`src/design/frsa_pkg.sv`:
```
// Package: request and response word types and code constants for the slot allocator.
package frsa_pkg;

    // Handles on the ports are eight bits wide.
    localparam int HANDLE_W     = 8;
    localparam int HANDLE_SPACE = 2 ** HANDLE_W;

    // Request function codes.
    localparam logic [1:0] FUNC_ALLOC   = 2'd0;
    localparam logic [1:0] FUNC_TRY     = 2'd1;
    localparam logic [1:0] FUNC_RELEASE = 2'd2;

    // Response status codes.
    localparam logic [1:0] ST_OK       = 2'd0;
    localparam logic [1:0] ST_NONE     = 2'd1;
    localparam logic [1:0] ST_NOT_HELD = 2'd2;

    typedef struct packed {
        logic [1:0]          func;
        logic [HANDLE_W-1:0] slot_in;
    } req_t;

    typedef struct packed {
        logic [HANDLE_W-1:0] slot_out;
        logic [1:0]          status;
    } rsp_t;

    typedef enum logic [1:0] {
        S_CLEAR,
        S_IDLE,
        S_EXEC
    } state_t;

endpackage

```
`src/design/frsa_ram.sv`:
```
// Generic single-write, single-read RAM with registered read data.
module frsa_ram #(
    parameter int WIDTH = 8,
    parameter int DEPTH = 256
) (
    input  logic                     clk,
    input  logic                     wr_en,
    input  logic [$clog2(DEPTH)-1:0] wr_addr,
    input  logic [WIDTH-1:0]         wr_data,
    input  logic                     rd_en,
    input  logic [$clog2(DEPTH)-1:0] rd_addr,
    output logic [WIDTH-1:0]         rd_data
);

    logic [WIDTH-1:0] mem_reg [DEPTH];
    logic [WIDTH-1:0] rd_data_reg;

    // Write on enable; hold read data until the next read
    always_ff @(posedge clk)
    begin
        if (wr_en)
        begin
            mem_reg[wr_addr] <= wr_data;
        end
        if (rd_en)
        begin
            rd_data_reg <= mem_reg[rd_addr];
        end
    end

    assign rd_data = rd_data_reg;

endmodule

```
`src/design/fifo_recycling_slot_allocator.sv`:
```
// A request's result word is registered in the write-back state after it is accepted.
// No new request is taken until the last has written back. Each request reads the held
// map and the release queue when accepted and writes back in the write-back state,
// through one port per memory. A stalled output holds the request in the write-back
// state until the result is taken. Reset: asynchronous, active low; then req_stall stays
// high while the held map, min(SLOTS, 256) entries, is cleared one entry per cycle.
module fifo_recycling_slot_allocator #(
    parameter int SLOTS = 256
) (
    input  logic           clk,
    input  logic           rst_n,
    input  logic           req_valid,
    output logic           req_stall,
    input  frsa_pkg::req_t req,
    output logic           rsp_valid,
    input  logic           rsp_stall,
    output frsa_pkg::rsp_t rsp
);

    localparam int SLOT_W     = $clog2(SLOTS);
    localparam int CNT_W      = $clog2(SLOTS + 1);
    localparam int HELD_DEPTH = (SLOTS < frsa_pkg::HANDLE_SPACE) ? SLOTS
                                                                 : frsa_pkg::HANDLE_SPACE;
    localparam int HELD_W     = $clog2(HELD_DEPTH);

    frsa_pkg::state_t state_reg, state_next;
    logic [HELD_W-1:0] clr_reg, clr_next;
    logic [1:0]        func_reg;
    logic [7:0]        slot_reg;
    logic [SLOT_W-1:0] head_reg, head_next;
    logic [SLOT_W-1:0] tail_reg, tail_next;
    logic [CNT_W-1:0]  count_reg, count_next;
    logic [CNT_W-1:0]  fresh_reg, fresh_next;
    logic              rsp_valid_reg;
    frsa_pkg::rsp_t    rsp_reg, rsp_next;

    logic accept;
    logic exec_go;
    logic clearing;

    logic              held_we;
    logic [HELD_W-1:0] held_waddr;
    logic              held_wdata;
    logic              held_rd;
    logic              q_we;
    logic [SLOT_W-1:0] q_rd;

    logic              ex_held_we;
    logic [HELD_W-1:0] ex_held_addr;
    logic              ex_held_data;
    logic [SLOT_W-1:0] grant;
    logic [SLOT_W-1:0] head_inc;
    logic [SLOT_W-1:0] tail_inc;
    logic [SLOT_W+7:0] rel_ext;
    logic [SLOT_W+7:0] grant_ext;
    logic              rel_in_range;

    // Next state
    always_comb
    begin
        state_next = state_reg;
        unique case (state_reg)
            frsa_pkg::S_CLEAR:
            begin
                if (clr_reg == HELD_W'(HELD_DEPTH - 1))
                begin
                    state_next = frsa_pkg::S_IDLE;
                end
            end
            frsa_pkg::S_IDLE:
            begin
                if (accept)
                begin
                    state_next = frsa_pkg::S_EXEC;
                end
            end
            frsa_pkg::S_EXEC:
            begin
                if (exec_go)
                begin
                    state_next = frsa_pkg::S_IDLE;
                end
            end
            default:
            begin
                state_next = frsa_pkg::S_CLEAR;
            end
        endcase
    end

    // State outputs
    always_comb
    begin
        req_stall = (state_reg != frsa_pkg::S_IDLE);
        clearing  = (state_reg == frsa_pkg::S_CLEAR);
        exec_go   = (state_reg == frsa_pkg::S_EXEC) && (!rsp_valid_reg || !rsp_stall);
    end

    assign accept   = req_valid && !req_stall;
    assign clr_next = clr_reg + 1'b1;

    // Pointer wrap and handle resizing
    assign head_inc     = (head_reg == SLOT_W'(SLOTS - 1)) ? '0 : head_reg + 1'b1;
    assign tail_inc     = (tail_reg == SLOT_W'(SLOTS - 1)) ? '0 : tail_reg + 1'b1;
    assign rel_ext      = {{SLOT_W{1'b0}}, slot_reg};
    assign grant_ext    = {8'd0, grant};
    assign rel_in_range = (32'(slot_reg) < SLOTS);

    // Execute one request from the read data
    always_comb
    begin
        grant        = '0;
        rsp_next     = '0;
        head_next    = head_reg;
        tail_next    = tail_reg;
        count_next   = count_reg;
        fresh_next   = fresh_reg;
        ex_held_we   = 1'b0;
        ex_held_addr = slot_reg[HELD_W-1:0];
        ex_held_data = 1'b0;
        q_we         = 1'b0;
        rsp_next.status = frsa_pkg::ST_OK;
        unique case (func_reg)
            frsa_pkg::FUNC_ALLOC, frsa_pkg::FUNC_TRY:
            begin
                if (count_reg != '0)
                begin
                    // reuse the oldest released slot
                    grant        = q_rd;
                    head_next    = head_inc;
                    count_next   = count_reg - 1'b1;
                    ex_held_we   = 1'b1;
                    ex_held_addr = q_rd[HELD_W-1:0];
                    ex_held_data = 1'b1;
                end
                else if (func_reg == frsa_pkg::FUNC_ALLOC && fresh_reg != CNT_W'(SLOTS))
                begin
                    // take a never-used slot; only releasable handles get a map bit
                    grant        = fresh_reg[SLOT_W-1:0];
                    fresh_next   = fresh_reg + 1'b1;
                    ex_held_we   = (fresh_reg < CNT_W'(HELD_DEPTH));
                    ex_held_addr = fresh_reg[HELD_W-1:0];
                    ex_held_data = 1'b1;
                end
                else
                begin
                    rsp_next.status = frsa_pkg::ST_NONE;
                end
            end
            frsa_pkg::FUNC_RELEASE:
            begin
                if (rel_in_range && held_rd && count_reg != CNT_W'(SLOTS))
                begin
                    // clear the held bit and queue the slot
                    ex_held_we = 1'b1;
                    q_we       = 1'b1;
                    tail_next  = tail_inc;
                    count_next = count_reg + 1'b1;
                end
                else
                begin
                    rsp_next.status = frsa_pkg::ST_NOT_HELD;
                end
            end
            default:
            begin
                rsp_next.status = frsa_pkg::ST_OK;
            end
        endcase
        rsp_next.slot_out = grant_ext[7:0];
    end

    // Held map write port: clearing pass or write-back
    always_comb
    begin
        if (clearing)
        begin
            held_we    = 1'b1;
            held_waddr = clr_reg;
            held_wdata = 1'b0;
        end
        else
        begin
            held_we    = exec_go && ex_held_we;
            held_waddr = ex_held_addr;
            held_wdata = ex_held_data;
        end
    end

    frsa_ram #(
        .WIDTH (1),
        .DEPTH (HELD_DEPTH)
    ) u_held (
        .clk     (clk),
        .wr_en   (held_we),
        .wr_addr (held_waddr),
        .wr_data (held_wdata),
        .rd_en   (accept),
        .rd_addr (req.slot_in[HELD_W-1:0]),
        .rd_data (held_rd)
    );

    frsa_ram #(
        .WIDTH (SLOT_W),
        .DEPTH (SLOTS)
    ) u_queue (
        .clk     (clk),
        .wr_en   (exec_go && q_we),
        .wr_addr (tail_reg),
        .wr_data (rel_ext[SLOT_W-1:0]),
        .rd_en   (accept),
        .rd_addr (head_reg),
        .rd_data (q_rd)
    );

    // Control registers
    always_ff @(posedge clk or negedge rst_n)
    begin
        if (!rst_n)
        begin
            state_reg     <= frsa_pkg::S_CLEAR;
            clr_reg       <= '0;
            head_reg      <= '0;
            tail_reg      <= '0;
            count_reg     <= '0;
            fresh_reg     <= '0;
            rsp_valid_reg <= 1'b0;
        end
        else
        begin
            state_reg <= state_next;
            if (clearing)
            begin
                clr_reg <= clr_next;
            end
            if (exec_go)
            begin
                head_reg  <= head_next;
                tail_reg  <= tail_next;
                count_reg <= count_next;
                fresh_reg <= fresh_next;
            end
            // load on write-back, drop once taken
            if (exec_go)
            begin
                rsp_valid_reg <= 1'b1;
            end
            else if (!rsp_stall)
            begin
                rsp_valid_reg <= 1'b0;
            end
        end
    end

    // Payload registers
    always_ff @(posedge clk)
    begin
        if (accept)
        begin
            func_reg <= req.func;
            slot_reg <= req.slot_in;
        end
        if (exec_go)
        begin
            rsp_reg <= rsp_next;
        end
    end

    assign rsp_valid = rsp_valid_reg;
    assign rsp       = rsp_reg;

`ifndef SYNTHESIS
    a_count_bound: assert property (@(posedge clk) disable iff (!rst_n)
        count_reg <= CNT_W'(SLOTS))
        else $error("release queue count exceeds pool size");

    a_fresh_bound: assert property (@(posedge clk) disable iff (!rst_n)
        fresh_reg <= CNT_W'(SLOTS))
        else $error("fresh counter exceeds pool size");

    a_accept_exec: assert property (@(posedge clk) disable iff (!rst_n)
        accept |=> (state_reg == frsa_pkg::S_EXEC))
        else $error("accepted request did not enter write-back");

    a_fail_zero: assert property (@(posedge clk) disable iff (!rst_n)
        (rsp_valid_reg && rsp_reg.status != frsa_pkg::ST_OK) |-> (rsp_reg.slot_out == '0))
        else $error("failed request returned a nonzero handle");
`endif

endmodule

```
`config.mk`:
```
export PLATFORM = sky130hd
export DESIGN_NAME = fifo_recycling_slot_allocator
export DESIGN_NICKNAME = d
export VERILOG_FILES = /design/src/design/frsa_pkg.sv /design/src/design/frsa_ram.sv /design/src/design/fifo_recycling_slot_allocator.sv
export SDC_FILE = /design/constraint.sdc
export NUM_CORES = 2
export LEC_CHECK = 0
export BUFFER_PORTS_ARGS = -buffer_cell sky130_fd_sc_hd__buf_2
export CAP_MARGIN = 40
export CORE_MARGIN = 5
export CORE_UTILIZATION = 35
export CTS_BUF_LIST = sky130_fd_sc_hd__clkbuf_8
export CTS_CLUSTER_SIZE = 8
export DETAILED_ROUTE_END_ITERATION = 6
export PLACE_DENSITY_LB_ADDON = 0.3
export SLEW_MARGIN = 10
export SYNTH_ARGS = -nofsm -noshare
export SYNTH_HDL_FRONTEND = slang
export SYNTH_SLANG_ARGS = --single-unit
```
`constraint.sdc`:
```
create_clock -name clk -period 19.72 [get_ports clk]
set_input_delay 2.958 -clock clk [delete_from_list [all_inputs] [get_ports clk]]
set_output_delay 2.958 -clock clk [all_outputs]
set_load 0.005 [all_outputs]
```
* Word level (Yosys, flattened, before mapping)
Memory sizes are Yosys's and may differ from the RTL's. A register that Yosys moved wholly into a read port is not among the register bits.
Cells that the tools add are included.
** Storage, ports and cells
- Flip-flop bits (word level) :: 65
- Memories kept :: 2
- Word-level logic and storage cells :: 92
- Output and inout port bits :: 12
- Bits of input ports :: 14
- Memory bits (writable) :: 2304
** Memories
- u_queue.mem_reg :: words 256, width 8, read ports 1, clocked after memory_dff 1, write ports 1, line frsa_ram.sv:15 : logic [WIDTH-1:0] mem_reg [DEPTH];
- u_held.mem_reg :: words 256, width 1, read ports 1, clocked after memory_dff 1, write ports 1, line frsa_ram.sv:15
** Operators by class
- Bitwise operators :: 1
- Magnitude comparators :: 1
- Muxes and demuxes :: 35
- Reductions and logical operators :: 20
- Equal/unequal tests :: 16
- Add/sub/neg operators :: 6
** Operator list (count)
- $mux W8 :: 8
- $add A8 B1 Y8 const B :: 3
- $eq A8 B8 Y1 const B :: 3
- $add A9 B1 Y9 const B :: 2
- $mux W9 :: 2
- $ne A9 B9 Y1 const B :: 2
- $pmux W9 S2 :: 1
- $mux W1 :: 17
- $lt A9 B9 Y1 const B :: 1
- $reduce_and A3 Y1 :: 3
- $reduce_bool A9 Y1 :: 1
- $sub A9 B1 Y9 const B :: 1
- $mux W2 :: 4
- $ne A2 B2 Y1 const B :: 4
- $reduce_and A4 Y1 :: 2
- $logic_and A1 B1 Y1 :: 6
- $ne A2 B1 Y1 const B :: 3
- $pmux W2 S3 :: 1
- $eq A2 B1 Y1 const B :: 2
- $eq A2 B2 Y1 const B :: 2
- $logic_not A2 Y1 :: 2
- $pmux W2 S2 :: 1
- $logic_not A1 Y1 :: 3
- $pmux W1 S2 :: 1
- 4 further kinds :: 4

* Depth between registers and ports, before layout
- Depth after elaboration :: 9
- Mapped depth :: 13
- Gate-level depth less buffers :: 10

* Cells and area by module
Synthesis repeated with hierarchy kept, for this count alone.
** Second synthesis, totals
- Cell total of the unflattened synthesis :: 4828
- Area total of the unflattened synthesis :: 94042.7 um2
** By module, submodules not included
- frsa_ram at u_queue :: cells each 3733, seq. area each 61739.2 um2, instances 1, area each 79636.4 um2
- frsa_ram at u_held :: cells each 788, seq. area each 7717.4 um2, instances 1, area each 11138.2 um2
- fifo_recycling_slot_allocator :: cells each 307, seq. area each 1726.7 um2, instances 1, area each 3268.1 um2

* Worst setup path before layout
OpenSTA, ideal clock, no wires.
- Kind :: register -> register
- Start point :: reg count_reg[0]
- End point :: mem u_held.mem_reg[0] (data pin)
- Path slack :: 11.223 ns
- Required time :: 18.330 ns
- Data arrival time :: 7.107 ns
- Path buffers :: 2
- Period minus slack after synthesis :: 8.497 ns
- Stages on the path, launching flop included :: 7
- Setup time :: 1.390 ns
- Cells stage by stage :: dfrtp_1 -> or4_1 -> clkbuf_1 -> nor3_1 -> a21o_1 -> buf_4 -> nor2_1
** Between the ends
- Cells in the longest elaborated chain, start to end :: 4
** RTL lines
- from (decl) :: line fifo_recycling_slot_allocator.sv:32 : logic [CNT_W-1:0] count_reg, count_next;
- from (signal assigned) :: line fifo_recycling_slot_allocator.sv:240 : count_reg <= count_next;
- $reduce_bool A9 Y1 :: line fifo_recycling_slot_allocator.sv:126 : if (count_reg != '0)
- $mux W1 :: line fifo_recycling_slot_allocator.sv:126
- $mux W1 :: line fifo_recycling_slot_allocator.sv:123 : unique case (func_reg)
- $mux W1 :: line fifo_recycling_slot_allocator.sv:176 : if (clearing)
- via held_wdata :: line fifo_recycling_slot_allocator.sv:43 : logic held_wdata;
- to (decl) :: line frsa_ram.sv:15
The timed path passes the listed nets, and every way through them passes these cells.

==> results summary <==
The synthesized area divided by synthesized cell count came out at 19.5 sq um. The multi-input combinational cells in the finished layout cover a total of 0.0217 sq mm. The site row count came out at 190. The final setup TNS is 0 ns. IR analysis of the VDD net gives a maximum drop of 0.0899 mV. The via count of the routed design came out at 49500. The critical path ends at u_queue.rd_data[5]. The worst reg2reg path depth came out at 9. The area of the core came out at 0.268 sq mm. STA classifies the critical path startpoint as a flip-flop. Static timing analysis puts the maximum clock frequency at 169 MHz.

The period utilization came out at 0.300. The internal power of the cells is 8560 uW. The clock sink total came out at 2378.

The tightest min-delay check is of the flip-flop to flip-flop type. The final RePlAce weighted congestion came out at 0.824. Dividing the detail-routed via count by the number of cells gives 5.53. For this block, the initial DRC count from the detailed router was 5694.

The number of global-route vias before repair came out at 49900. The final setup violation count is 0. The share of flip-flops with an asynchronous set or reset after synthesis came out at 0.0189. The vertical die dimension is 528 um.

The worst-case register-to-register setup slack came out at 13.80 ns. Clock tree synthesis selected as its root buffer the cell clkbuf_8. The die outline width came out at 528 um. The effective utilization at floorplan is 0.351. The number of cells produced by synthesis is 4836. The number of pins with negative max-slew slack in the final report is 0. The area added between synthesis and finish came out at 12.5%. For this design the total switching power over the nets is 3470 uW. The required time of the critical path is 20.42 ns. The launching point of the worst reg2reg path is head_reg[0]. The synthesis warning total is 0. The setup fix buffers added after clock tree synthesis came out at 0. For this run, the leading register cell type out of synthesis is edfxtp_1. Among the stages of the critical path, the cell type that occurs most often is buf_4. The sequential cells in the finished layout cover a total of 0.0712 sq mm. The worst clock skew on the final layout came out at 0.111 ns.

The initial antenna violation count is 8. The net count of the mapped netlist is 4866. Entering global routing, the biggest net connects 165 pins. The leakage power summed over all cells came out at 0.0327 uW. Buffers inserted to repair hold after CTS numbered 0. Summed over all layers, the global routing overflow is 0. The share of the core filled with cells came out at 0.396. Once the clock tree was built, the resizer swapped 0 gates to a different size. Setup repair after global routing left no endpoint under its margin.

The portion of the post-synthesis area used by sequential elements is 0.757. The CTS buffer count came out at 388. The power density over the cells is 114 mW/mm^2. The overall track demand over capacity in global routing came out at 0.181. The first-pass iteration count of the detailed router came out at 5. In this run the worst setup path begins at head_reg[0].

The average wire per standard cell came out at 28.8 um. The final hold violation count is 0. The mapped netlist covers 0.0941 sq mm.

The number of distinct library cells after synthesis came out at 74. Walking the worst path, the cells encountered are buf_4 -> buf_4 -> buf_16 -> buf_4 -> mux4_2 -> mux4_2 -> a211oi_1 -> o21ai_0 -> and3_1. The number of port buffers came out at 25.

The max-slew headroom at the worst pin came out at 0.297. The total placed cells including tap cells is 8273. The synthesized flop and latch total came out at 2378. Fill cells in the final layout number 24000. Overall power consumption after layout is estimated at 12000 uW. For the worst setup path, the data arrival time is 6.62 ns. The clock-pin slew of the registers on the worst-case setup and hold paths is 0.06 ns. The number of buffers on the longest clock path came out at 4. The count of maximum capacitance violations is 0.

The relative contribution of the clock network to total power came out at 0.320. The worst setup path is of the flip-flop to flip-flop kind. The number of non-filler instances in the completed layout is 8949. The endpoint identified for the worst register-to-register timing path is u_queue.rd_data[5]. The DRC violations left came out at 0. The first global-routing pass estimated 369000 um of wire. The proportion of power drawn by combinational gates came out at 0.206. The wire-length estimate of the detail-placed layout is 152000 um. Once detail routing completed, the nets flagged for antenna violations numbered 0. Yosys mapped a number of flops with a built-in enable equal to 2333.

The die covers 0.279 sq mm. In the final design database the tool counted 5144 nets. Of the total power, the share spent switching nets is 0.288.

Final hold analysis gives a worst-case slack of 0.494 ns. The total wirelength of the detailed-routed design is 258000 um. The sequential cell fraction of total power is 0.474. The time the final worst path needs with I/O delays and setup came out at 5.92 ns. The share of post-route cells with drive strength above 1 came out at 0.223. TritonCTS built the clock tree. The H-tree generated during clock tree synthesis spans 5 levels. For the pin with the worst max-slew slack, the measured transition is 1.05 ns. The highest fanout seen on the critical path came out at 36. 26 I/O pins were placed.

The later pin in the worst-skew pair is clocked with a latency of 0.99 ns. The flip-flop count of the largest register after layout is 2048. The run finished with clean final reports. The slowest stage of the critical path belongs to the cell dfrtp_4. STA classifies the critical path endpoint as a flip-flop. The largest single stage delay on the critical path is 0.85 ns.
## cell usage in the layout, fill, tap and decap left out, types with 9 or more instances in the layout
cell type / n
clkinv_2: 19
nand3_1: 39
nor2b_1: 21
and3_1: 10
nand2_1: 106
ha_1: 15
buf_16: 10
a22o_1: 21
inv_1: 175
buf_6: 12
clkinv_1: 75
o221ai_1: 23
edfxtp_1: 2333
xnor2_1: 22
a211oi_1: 36
o21ai_0: 59
buf_4: 116
mux4_2: 514
buf_8: 10
a21o_1: 11
a22oi_1: 77
a211o_1: 12
nand2b_1: 10
mux2_2: 11
mux2i_1: 224
buf_2: 25
nand4_1: 24
buf_12: 11
clkinvlp_4: 10
a221oi_1: 23
nand3_2: 9
clkbuf_8: 395
nor2_1: 560
o22ai_1: 57
nor3_1: 35
xor2_1: 10
a21oi_1: 78
dfrtp_1: 39
## worst min-delay path by stage
stage | startpoint | endpoint | slack [ns] | depth (start not counted)
after floorplan | clr_reg[4] | clr_reg[4] | 0.46 | 1
after global placement | clr_reg[6] | clr_reg[6] | 0.48 | 1
after detailed placement | clr_reg[6] | clr_reg[6] | 0.48 | 1
after CTS | clr_reg[6] | clr_reg[6] | 0.49 | 1
after global routing | clr_reg[6] | clr_reg[6] | 0.51 | 1
final | clr_reg[6] | clr_reg[6] | 0.49 | 1
## metrics by stage
step / cell area, sq um / setup WS, ns
finish: 106000 / 13.80
global route: 106000 / 13.54
CTS: 106000 / 13.51
detailed placement: 99100 / 13.45
global placement: 98400 / 12.72
floorplan: 94100 / 11.22
## worst max-delay path, delay by kind of cell, from the launching register on
kind,cells,cell delay [ns]
and+or+nand+nor,1,0.36
buffers and inverters,4,1.79
muxes,2,1.13
AOI/OAI and AO/OA,2,1.39
DFF,1,0.85
## power groups by stage
stage | combinational, uW | sequential (uW) | clock [uW]
floorplan | 1720 | 5820 | 0
global placement | 2450 | 5810 | 0
detailed placement | 2490 | 5810 | 0
CTS | 2490 | 5710 | 3930
global route | 2620 | 5710 | 4160
finish | 2480 | 5710 | 3850
## cell type report
class	count	share of cell area
Sequential cell	2378	0.672
Multi-Input combinational cell	2140	0.205
Clock buffer	395	0.0513
Tap cell	3552	0.0420
Timing Repair Buffer	185	0.0168
Clock inverter	272	0.0119
Inverter	21	0.000768
Antenna cell	6	0.000142
## logic make-up (layout without fill, tap and decap cells)
family | after synthesis | count (layout) | share of synthesized area
xor+xnor | 32 | 32 | 0.00298
fa+ha+maj | 16 | 16 | 0.00221
flops | 2378 | 2378 | 0.757
compound gates | 466 | 466 | 0.0349
buf+inv | 318 | 873 | 0.0145
simple gates | 877 | 877 | 0.0405
mux | 749 | 749 | 0.148
other cells | 0 | 6 | 0
## synth_stat cells, drive strengths merged (37+ instances only)
cell / count / area share
edfxtp: 2333 / 0.74
nor2: 564 / 0.023
mux4: 514 / 0.12
mux2i: 224 / 0.024
clkbuf: 165 / 0.0066
buf: 132 / 0.0071
nand2: 106 / 0.0042
a21oi: 83 / 0.0048
a22oi: 77 / 0.0061
o21ai: 59 / 0.0031
o22ai: 57 / 0.0038
nand3: 52 / 0.0028
dfrtp: 45 / 0.012
a211oi: 37 / 0.0030
## layer usage
layer	routed length, um	part of all wire	global-route usage	vias to the layer above
met1	109000	0.42	0.258	26400
met3	21600	0.084	0.0374	414
met2	120000	0.47	0.282	2324
li1	-	-	-	20400
met5	13	0.000050	0	-
met4	6770	0.026	0.0499	2
Power figures use the tool's default switching activity.
